**src/sv/hspc_pkg.sv**
```systemverilog
// Shared types, codes and scaling constants of the humidity sensor poll controller.
`default_nettype none

package hspc_pkg;

    localparam int FRAME_W  = 48;
    localparam int RAW_W    = 20;
    localparam int HUM_W    = 14;
    localparam int TEMP_W   = 15;
    localparam int BUSY_BIT = 47;

    localparam logic [HUM_W-1:0]  HUM_SCALE   = 14'd10000;
    localparam logic [TEMP_W-1:0] TEMP_SCALE  = 15'd20000;
    localparam logic [TEMP_W-1:0] TEMP_OFFSET = 15'd5000;

    localparam logic [1:0] OP_TICK       = 2'd0;
    localparam logic [1:0] OP_FRAME      = 2'd1;
    localparam logic [1:0] OP_RESET_DONE = 2'd2;

    localparam logic [1:0] CMD_NONE    = 2'd0;
    localparam logic [1:0] CMD_READ    = 2'd1;
    localparam logic [1:0] CMD_MEASURE = 2'd2;
    localparam logic [1:0] CMD_RESET   = 2'd3;

    localparam logic [2:0] ADDR_ENABLE = 3'd0;
    localparam logic [2:0] ADDR_LIMIT  = 3'd4;

    localparam logic [7:0] ERR_LIMIT_RESET = 8'd5;
    localparam logic [7:0] ERR_COUNT_MAX   = 8'd255;

    typedef enum logic [2:0] {
        MODE_READY     = 3'b001,
        MODE_RECEIVING = 3'b010,
        MODE_RESETTING = 3'b100
    } mode_t;

    typedef struct packed {
        logic              busy;
        logic [HUM_W-1:0]  hum_centi;
        logic [TEMP_W-1:0] temp_centi;
    } decode_t;

endpackage

`default_nettype wire

```
**src/sv/hspc_decode.sv**
```systemverilog
// Frame decoder: busy bit and fixed-point scaling of raw humidity and temperature.
`default_nettype none

module hspc_decode (
    input  wire logic [hspc_pkg::FRAME_W-1:0] frame,
    output hspc_pkg::decode_t                 result
);
    import hspc_pkg::*;

    logic [RAW_W-1:0]        raw_h;
    logic [RAW_W-1:0]        raw_t;
    logic [RAW_W+HUM_W-1:0]  hum_prod;
    logic [RAW_W+TEMP_W-1:0] temp_prod;
    logic [TEMP_W-1:0]       temp_pos;

    assign raw_h     = frame[2*RAW_W-1:RAW_W];
    assign raw_t     = frame[RAW_W-1:0];
    assign hum_prod  = {{HUM_W{1'b0}}, raw_h} * {{RAW_W{1'b0}}, HUM_SCALE};
    assign temp_prod = {{TEMP_W{1'b0}}, raw_t} * {{RAW_W{1'b0}}, TEMP_SCALE};
    assign temp_pos  = temp_prod[RAW_W+TEMP_W-1:RAW_W];

    assign result.busy       = frame[BUSY_BIT];
    assign result.hum_centi  = hum_prod[RAW_W+HUM_W-1:RAW_W];
    assign result.temp_centi = temp_pos - TEMP_OFFSET;

endmodule

`default_nettype wire

```
**src/sv/humidity_sensor_poll_controller_core.sv**
```systemverilog
// Top level of the humidity sensor poll controller: event handling, mode control and result register.
//
//   Channel   Direction  Handshake         Payload
//   s_*       in         tvalid/tready     tuser: opcode; tdata: frame
//   m_*       out        tvalid/tready     tuser: command; tdata: decoded result
//   apb       in         psel/penable      enable at 0x0, error_limit at 0x4
//
// Each request is held in the input register, and any result it makes is registered in the
// output register; one request is taken every cycle while the output is not stalled. The mode
// and error count update as the request leaves the input register; the multipliers are combinational.
// Reset clears the mode to ready, the error count to zero and disables the block.
// A result held by a stalled output stops the input register, which then stops s_tready.
`default_nettype none

module humidity_sensor_poll_controller_core (
    input  wire logic        clk,
    input  wire logic        rst_n,
    // Fields from bit 0: opcode[1:0].
    input  wire logic [1:0]  s_tuser,
    // Fields from bit 0: frame[47:0].
    input  wire logic [47:0] s_tdata,
    input  wire logic        s_tvalid,
    output logic             s_tready,
    // Fields from bit 0: command[1:0].
    output logic [1:0]       m_tuser,
    // Fields from bit 0: frame_done, data_valid, humidity_centi[13:0],
    // temperature_centi[14:0], one zero pad bit.
    output logic [31:0]      m_tdata,
    output logic             m_tvalid,
    input  wire logic        m_tready,
    input  wire logic        psel,
    input  wire logic        penable,
    input  wire logic        pwrite,
    input  wire logic [2:0]  paddr,
    input  wire logic [31:0] pwdata,
    output logic [31:0]      prdata,
    output logic             pready
);
    import hspc_pkg::*;

    logic              enable_reg;
    logic [7:0]        limit_reg;
    mode_t             mode_reg, mode_next;
    logic [7:0]        err_reg, err_next;
    logic [7:0]        err_inc;

    logic              in_valid_reg;
    logic [1:0]        in_op_reg;
    logic [FRAME_W-1:0] in_frame_reg;

    logic              out_valid_reg;
    logic [1:0]        out_cmd_reg;
    logic              out_done_reg;
    logic              out_dv_reg;
    logic [HUM_W-1:0]  out_hum_reg;
    logic [TEMP_W-1:0] out_temp_reg;

    decode_t           dec;
    logic              advance;
    logic              has_res;
    logic [1:0]        res_cmd;
    logic              res_done;
    logic              res_dv;
    logic              cfg_write;

    hspc_decode u_decode (
        .frame  (in_frame_reg),
        .result (dec)
    );

    assign pready    = 1'b1;
    assign cfg_write = psel && penable && pwrite && pready;
    assign prdata    = paddr[2] ? {24'd0, limit_reg} : {31'd0, enable_reg};

    assign advance  = in_valid_reg && (!out_valid_reg || m_tready);
    assign s_tready = !in_valid_reg || advance;
    assign err_inc  = (err_reg == ERR_COUNT_MAX) ? err_reg : err_reg + 8'd1;

    always_comb
    begin
        mode_next = mode_reg;
        err_next  = err_reg;
        has_res   = 1'b0;
        res_cmd   = CMD_NONE;
        res_done  = 1'b0;
        res_dv    = 1'b0;
        if (enable_reg)
        begin
            unique case (in_op_reg)
                OP_TICK:
                begin
                    if (mode_reg == MODE_READY)
                    begin
                        mode_next = MODE_RECEIVING;
                        has_res   = 1'b1;
                        res_cmd   = CMD_READ;
                    end
                end
                OP_FRAME:
                begin
                    if (mode_reg == MODE_RECEIVING)
                    begin
                        has_res  = 1'b1;
                        res_done = 1'b1;
                        if (dec.busy)
                        begin
                            if (err_inc >= limit_reg)
                            begin
                                res_cmd   = CMD_RESET;
                                err_next  = 8'd0;
                                mode_next = MODE_RESETTING;
                            end
                            else
                            begin
                                err_next = err_inc;
                            end
                        end
                        else
                        begin
                            res_cmd   = CMD_MEASURE;
                            res_dv    = 1'b1;
                            err_next  = 8'd0;
                            mode_next = MODE_READY;
                        end
                    end
                end
                OP_RESET_DONE:
                begin
                    if (mode_reg == MODE_RESETTING)
                    begin
                        mode_next = MODE_READY;
                    end
                end
                default:
                begin
                    mode_next = mode_reg;
                end
            endcase
        end
    end

    always_ff @(posedge clk or negedge rst_n)
    begin
        if (!rst_n)
        begin
            enable_reg    <= 1'b0;
            limit_reg     <= ERR_LIMIT_RESET;
            mode_reg      <= MODE_READY;
            err_reg       <= 8'd0;
            in_valid_reg  <= 1'b0;
            out_valid_reg <= 1'b0;
        end
        else
        begin
            if (cfg_write && (paddr[2] == ADDR_ENABLE[2]))
            begin
                enable_reg <= pwdata[0];
            end
            if (cfg_write && (paddr[2] == ADDR_LIMIT[2]))
            begin
                limit_reg <= pwdata[7:0];
            end
            if (s_tvalid && s_tready)
            begin
                in_valid_reg <= 1'b1;
            end
            else if (advance)
            begin
                in_valid_reg <= 1'b0;
            end
            if (advance)
            begin
                mode_reg      <= mode_next;
                err_reg       <= err_next;
                out_valid_reg <= has_res;
            end
            else if (m_tready)
            begin
                out_valid_reg <= 1'b0;
            end
        end
    end

    always_ff @(posedge clk)
    begin
        if (s_tvalid && s_tready)
        begin
            in_op_reg    <= s_tuser;
            in_frame_reg <= s_tdata;
        end
        if (advance && has_res)
        begin
            out_cmd_reg  <= res_cmd;
            out_done_reg <= res_done;
            out_dv_reg   <= res_dv;
            out_hum_reg  <= res_dv ? dec.hum_centi : '0;
            out_temp_reg <= res_dv ? dec.temp_centi : '0;
        end
    end

    assign m_tvalid = out_valid_reg;
    assign m_tuser  = out_cmd_reg;
    assign m_tdata  = {1'b0, out_temp_reg, out_hum_reg, out_dv_reg, out_done_reg};

endmodule

`default_nettype wire

```
**config.mk**
```make
export PLATFORM = sky130hd
export DESIGN_NAME = humidity_sensor_poll_controller_core
export DESIGN_NICKNAME = d
export VERILOG_FILES = /design/src/sv/hspc_pkg.sv /design/src/sv/hspc_decode.sv /design/src/sv/humidity_sensor_poll_controller_core.sv
export SDC_FILE = /design/constraint.sdc
export NUM_CORES = 1
export LEC_CHECK = 0
export ABC_AREA = 1
export CAP_MARGIN = 10
export CORE_MARGIN = 3
export CORE_UTILIZATION = 39
export CTS_CLUSTER_DIAMETER = 40
export CTS_CLUSTER_SIZE = 28
export DETAILED_ROUTE_END_ITERATION = 16
export DONT_BUFFER_PORTS = 1
export PLACE_DENSITY = 0.52
export RECOVER_POWER = 25
export SETUP_SLACK_MARGIN = 0.1
export SLEW_MARGIN = 25
export SYNTH_ARGS = -nofsm -noshare
export SYNTH_HDL_FRONTEND = slang
export SYNTH_SLANG_ARGS = --single-unit
```
**constraint.sdc**
```tcl
create_clock -name clk -period 10.15 [get_ports clk]
set_clock_uncertainty 0.15 [all_clocks]
set_input_delay 2.03 -clock clk [delete_from_list [all_inputs] [get_ports clk]]
set_output_delay 2.03 -clock clk [all_outputs]
set_load 0.02 [all_outputs]
```
==> flow_metrics.env, run 1 <==
export IMPL_drv_cap=0
export IMPL_drive_gt1_share_pct=5.25
export IMPL_start_util_pct=40.1
export IMPL_fmax_mhz=190
export IMPL_die_y_um=176
export IMPL_drv_slew=0
export IMPL_dr_pass1_iters=5
export IMPL_clockBufferDepth=2
export IMPL_critPathSlowestCell="fa_1"
export IMPL_cts_max_level=3
export IMPL_start_kind="register"
export IMPL_busiest_layer="met2"
export IMPL_synth_top_cell_by_area="edfxtp_1"
export IMPL_worstPathArrival_ns=5.25
export IMPL_cp_max_fo=4
export IMPL_min_period_ns=5.26
export IMPL_path_class="reg -> reg"
export IMPL_use_met1_pct=21.9
export IMPL_grt_pass1_vias=8154
export IMPL_power_per_cell_area_mw_per_mm2=262
export IMPL_ant_nets=0
export IMPL_root_buffer="clkbuf_16"
export IMPL_synth_cell_types=48
export IMPL_post_cts_buffers=0
export IMPL_syn_avg_cell_area_um2=8.25
export IMPL_path_clk_slew_ns=0.09
export IMPL_ctsResizeCount=0
export IMPL_rsz0062_at_grt="false"
export IMPL_r2r_slack_ns=4.89
export IMPL_area_growth_syn_to_layout_pct=5.74
export IMPL_synth_edf_count=76
export IMPL_wl_mm=23.6
export IMPL_holdBufCountCts=0
export IMPL_worst_hold_startpoint="limit_reg[2]"
export IMPL_via_count=7988
export IMPL_crit_family="adder cells"
export IMPL_hold_depth=2
export IMPL_grt_overflow=0
export IMPL_vdd_drop_max_mv=0.118
export IMPL_min_to="limit_reg[2]"
export IMPL_initialDrtViolationCount=288
export IMPL_p_leak_nw=6.44
export IMPL_cp_end_kind="register"
export IMPL_synth_seq_cells=98
export IMPL_drc=0
export IMPL_ys_seq_area_share_pct=25.2
export IMPL_worst_pin_slew_ns=0.942
export IMPL_io_pins=161
export IMPL_status="completed"
export IMPL_cts_buffers_inserted=9
export IMPL_antenna_found_initial=0
export IMPL_ys_top_cells_by_area="edfxtp_1, ha_1, fa_1"
export IMPL_timing_rr_end="out_temp_reg[13]"
export IMPL_dpl_hpwl_mm=19.6
export IMPL_die_area_mm2=0.0310
export IMPL_port_buffer_count=0
export IMPL_avgViaCountPerCell=4.56
export IMPL_grt_start_max_net_pins=44
export IMPL_cp_required_ns=10.14
export IMPL_syn_inst=1365
export IMPL_clkSinkCount=98
export IMPL_max_slew_margin_pct=37.0
export IMPL_cts_tree="built"
export IMPL_rows=61
export IMPL_worstSkewPairLatency_ns=0.37
export IMPL_reg2reg_from="in_frame_reg[4]"
export IMPL_yosysTopAreaCellShare_pct=20.3
export IMPL_num_antenna_cells=0
export IMPL_met2_usage_pct=26.4
export IMPL_postSynth_asyncResetShare_pct=22.4
export IMPL_fin_crit_sh_pct=51.8
export IMPL_die_x_um=176
export IMPL_final_setup_tns_ns=0
export IMPL_synthesis_area_mm2=0.0113
export IMPL_coreArea_mm2=0.0281
export IMPL_rr_worst_depth=30
export IMPL_grtUsageTotal_pct=16.2
export IMPL_finalHoldViolations=0
export IMPL_synth_most_common_cell="inv_1"
export IMPL_place_gp_congestion=0.860
export IMPL_fin_nets=1725
export IMPL_setup_viol=0
export IMPL_met3_usage_pct=3.40
export IMPL_avgRoutedWirePerCell_um=13.5
export IMPL_largest_reg_flops=41
export IMPL_grt_pass1_wl_mm=40.0
export IMPL_total_power_mw=3.12
export IMPL_yosysWarnings=0
export IMPL_hold_class="reg -> reg"
export IMPL_cpPeakStageDelay_ns=0.55
export IMPL_synthFlopType="edfxtp_1"
export IMPL_synthTopCellsByCount="inv_1, nand2_1, ha_1, fa_1, a21oi_1"
export IMPL_path_buf_inv=8
==> logic make-up (layout without fill, tap and decap cells) <==
| group | after synthesis | after routing | synth area share (%) |
|---|---|---|---|
| buffers and inverters | 426 | 409 | 15.2 |
| adder cells (fa/ha/maj) | 266 | 266 | 35.7 |
| flip-flops | 98 | 98 | 25.2 |
| AO/OA/AOI/OAI | 147 | 147 | 7.39 |
| XOR/XNOR | 4 | 4 | 0.311 |
| AND/OR/NAND/NOR | 422 | 422 | 16.2 |
| other | 2 | 26 | 0.0667 |
==> routing by layer <==
layer  wire length (µm)  vias up  part of all wire [%]
met1              11400     3641                    48
met5                  0        -                     0
li1                   -     4187                     -
met2              10600      136                    45
met4                476        0                   2.0
met3               1050       24                   4.5
==> power by group <==
group          internal [mW]  switching, mW  leakage (nW)  total [mW]
Combinational          0.766           1.43          5.29        2.20
Sequential             0.486         0.0520         0.994       0.538
Clock                  0.190          0.189         0.156       0.379
==> placed cells by master (no fill, tap or decap), types with 3 or more instances in the layout <==
cell,n
a21o_1,6
a21oi_1,77
a31oi_1,5
clkbuf_16,10
conb_1,26
dfrtp_1,19
dfstp_2,3
edfxtp_1,76
fa_1,92
ha_1,174
inv_1,378
inv_2,13
nand2_1,240
nand2_2,15
nand3_1,44
nand3_2,3
nand3b_1,3
nand4_1,14
nor2_1,70
nor2_2,12
nor3_1,11
o21a_1,3
o21ai_0,31
o21bai_1,3
o22ai_1,7
o31ai_1,4
xor2_1,3
==> worst min-delay path: cells and delay by family (launching register included) <==
kind,cells,cell delay [ns]
AOI/OAI and AO/OA,1,0.06
buffers and inverters,1,0.07
DFF,1,0.37
==> per-stage QoR <==
stage | std cells | setup slack, ns | hold slack, ns | cell area [µm²] | util, %
after CTS | 1750 | 4.86 | 0.365 | 11900 | 42.4
after global placement | 1734 | 4.90 | 0.341 | 11600 | 41.3
after floorplan | 1389 | 5.25 | 0.316 | 11400 | -
after global routing | 1750 | 4.43 | 0.382 | 11900 | 42.4
final | 1750 | 4.89 | 0.354 | 11900 | 42.4
after detailed placement | 1734 | 4.90 | 0.352 | 11600 | 41.3
==> worst max path at each step <==
stage / startpoint / to / cells past startpoint
after floorplan: paddr[2] / prdata[0] / 2
after global placement: in_frame_reg[4] / out_temp_reg[13] / 30
after detailed placement: in_frame_reg[4] / out_temp_reg[13] / 30
after CTS: in_frame_reg[4] / out_temp_reg[13] / 30
after global routing: in_frame_reg[4] / out_temp_reg[13] / 30
final: in_frame_reg[4] / out_temp_reg[13] / 30
==> final cells by class <==
type	instances	area [µm²]
clock inverters	6	62.6
inverters	393	1480
multi-input cells	865	6810
well taps	378	473
clock buffers	10	250
flip-flops and latches	98	2840
fillers	2889	16200
(Power assumes the default switching activity.)
==> run 2, diff against run 1 <==
Clock period 10.15 ns to 5.25 ns, I/O delays scaled along.
==> flow_metrics.env, run 2 (synthesis gave the netlist of run 1 again) <==
export IMPL_clock_power_share_pct=11.6
export IMPL_seqPwrFrac_pct=16.5
export IMPL_critPathSlowestCell="fa_1"
export IMPL_netSwitchingFraction_pct=53.1
export IMPL_grt_pass1_vias=8064
export IMPL_vdd_drop_max_mv=0.215
export IMPL_holdBufCountCts=0
export IMPL_drive_gt1_share_pct=9.36
export IMPL_start_util_pct=40.1
export IMPL_drv_slew=0
export IMPL_wl_met3_um=794
export IMPL_io_pins=161
export IMPL_worstPathArrival_ns=4.86
export IMPL_root_buffer="clkbuf_16"
export IMPL_fin_ws_ns=0.366
export IMPL_ant_nets=0
export IMPL_placed_area_mm2=0.0117
export IMPL_cp_required_ns=5.22
export IMPL_largest_reg_flops=41
export IMPL_top_layer="met4"
export IMPL_finalHoldViolations=0
export IMPL_wl_mm=24.2
export IMPL_max_slew_margin_pct=39.0
export IMPL_fillers=2870
export IMPL_rsz0062_at_grt="true"
export IMPL_die_y_um=176
export IMPL_path_clk_slew_ns=0.08
export IMPL_avgRoutedWirePerCell_um=13.6
export IMPL_die_x_um=176
export IMPL_pre_cts_slack_ns=0.147
export IMPL_start_kind="register"
export IMPL_cts_max_level=3
export IMPL_m1WireLength_mm=12.0
export IMPL_rows=61
export IMPL_worstSkewPairLatency_ns=0.36
export IMPL_hold_class="in -> async"
export IMPL_fin_util_pct=43.7
export IMPL_grt_pass1_wl_mm=40.6
export IMPL_p_int_mw=2.94
export IMPL_avgViaCountPerCell=4.57
export IMPL_cp_max_fo=4
export IMPL_layout_common_cells="inv_1, nand2_1, ha_1"
export IMPL_fmax_mhz=205
export IMPL_cpPeakStageDelay_ns=0.53
export IMPL_hold_slack_ns=0.217
export IMPL_clockBufferDepth=2
export IMPL_final_setup_tns_ns=0
export IMPL_dr_pass1_iters=5
export IMPL_clkSinkCount=98
export IMPL_via_count=8127
export IMPL_area_growth_syn_to_layout_pct=8.85
export IMPL_cp_end_kind="register"
export IMPL_grt_start_max_net_pins=44
export IMPL_initialDrtViolationCount=279
export IMPL_p_leak_nw=6.57
export IMPL_r2r_slack_ns=0.37
export IMPL_path_class="reg -> reg"
export IMPL_num_antenna_cells=0
export IMPL_final_cell_area_mm2=0.0123
export IMPL_grtUsageTotal_pct=16.4
export IMPL_combPwrFrac_pct=71.9
export IMPL_cpMostUsedCell="inv_1"
export IMPL_dr_wl_met2_mm=11.1
export IMPL_cts_tree="built"
export IMPL_worst_pin_slew_ns=0.911
export IMPL_fin_crit_sh_pct=93.0
export IMPL_min_period_ns=4.88
export IMPL_place_gp_congestion=0.872
export IMPL_port_buffer_count=0
export IMPL_coreArea_mm2=0.0281
export IMPL_power_switching_mw=3.34
export IMPL_setup_viol=0
export IMPL_grt_overflow=0
export IMPL_status="completed"
export IMPL_die_area_mm2=0.0310
export IMPL_cts_buffers_inserted=9
export IMPL_antenna_found_initial=0
export IMPL_dpl_hpwl_mm=19.9
export IMPL_drc=0
export IMPL_power_per_cell_area_mw_per_mm2=512
export IMPL_drv_cap=0
export IMPL_fin_nets=1753
export IMPL_final_common_cell="inv_1"
[run 2: cell count changes in the layout (fill, tap and decap cells not counted), sizes merged]
| cell | previous run | this run |
|---|---|---|
| buf | 0 | 28 |
| clkbuf | 10 | 11 |
| inv | 397 | 396 |
[run 2: path summary, 6_finish.rpt]
check	to	startpoint	cells after the start
setup reg to reg	out_temp_reg[13]	in_frame_reg[9]	28
hold / removal	err_reg[0]	rst_n	0
max in group asynchronous	limit_reg[0]	rst_n	0
min in group clk	limit_reg[2]	limit_reg[2]	2
hold reg to reg	limit_reg[2]	limit_reg[2]	2
setup / recovery	out_temp_reg[13]	in_frame_reg[9]	28
[run 2: metrics by stage]
stage,std cells,power (mW)
finish,1778,6.28
CTS,1761,6.14
detailed placement,1745,5.36
global route,1778,7.13
floorplan,1389,4.45
global placement,1745,5.32
[run 2: what timing repair did]
item	in CTS	in global routing
hold endpoints to repair	0	0
buffers inserted	0	17
setup endpoints to repair	0	9
gates resized for setup	0	39
[run 2: worst max-delay path, delay by kind of cell (launching register included)]
kind	cells	cell delay (ns)
buffers and inverters	8	0.55
AND/OR/NAND/NOR	13	0.94
flip-flops	1	0.42
adder cells (fa/ha/maj)	7	2.58
[run 2: power by group through the flow]
stage	clock network, mW	logic [mW]	registers (mW)
2_1_floorplan	0	3.43	1.03
3_3_place_gp	0	4.27	1.05
3_5_place_dp	0	4.30	1.05
4_1_cts	0.758	4.34	1.04
6_report	0.726	4.52	1.04
5_1_grt	0.782	5.29	1.05
[run 2: area by class of cell]
class,instances,area (µm²),area share (%)
Clock buffer,11,264,2.15
Clock inverter,5,48.8,0.398
Timing Repair Buffer,28,210,1.71
Sequential cell,98,2840,23.1
Multi-Input combinational cell,865,6940,56.6
Tap cell,378,473,3.86
Inverter,393,1480,12.1
[run 2: per-layer routing]
layer  vias to the layer above  global-route usage (%)
li1                       4258                       -
met1                      3750                    22.4
met2                       105                    27.1
met3                        14                    3.05
met4                         0                    3.66
met5                         -                       0
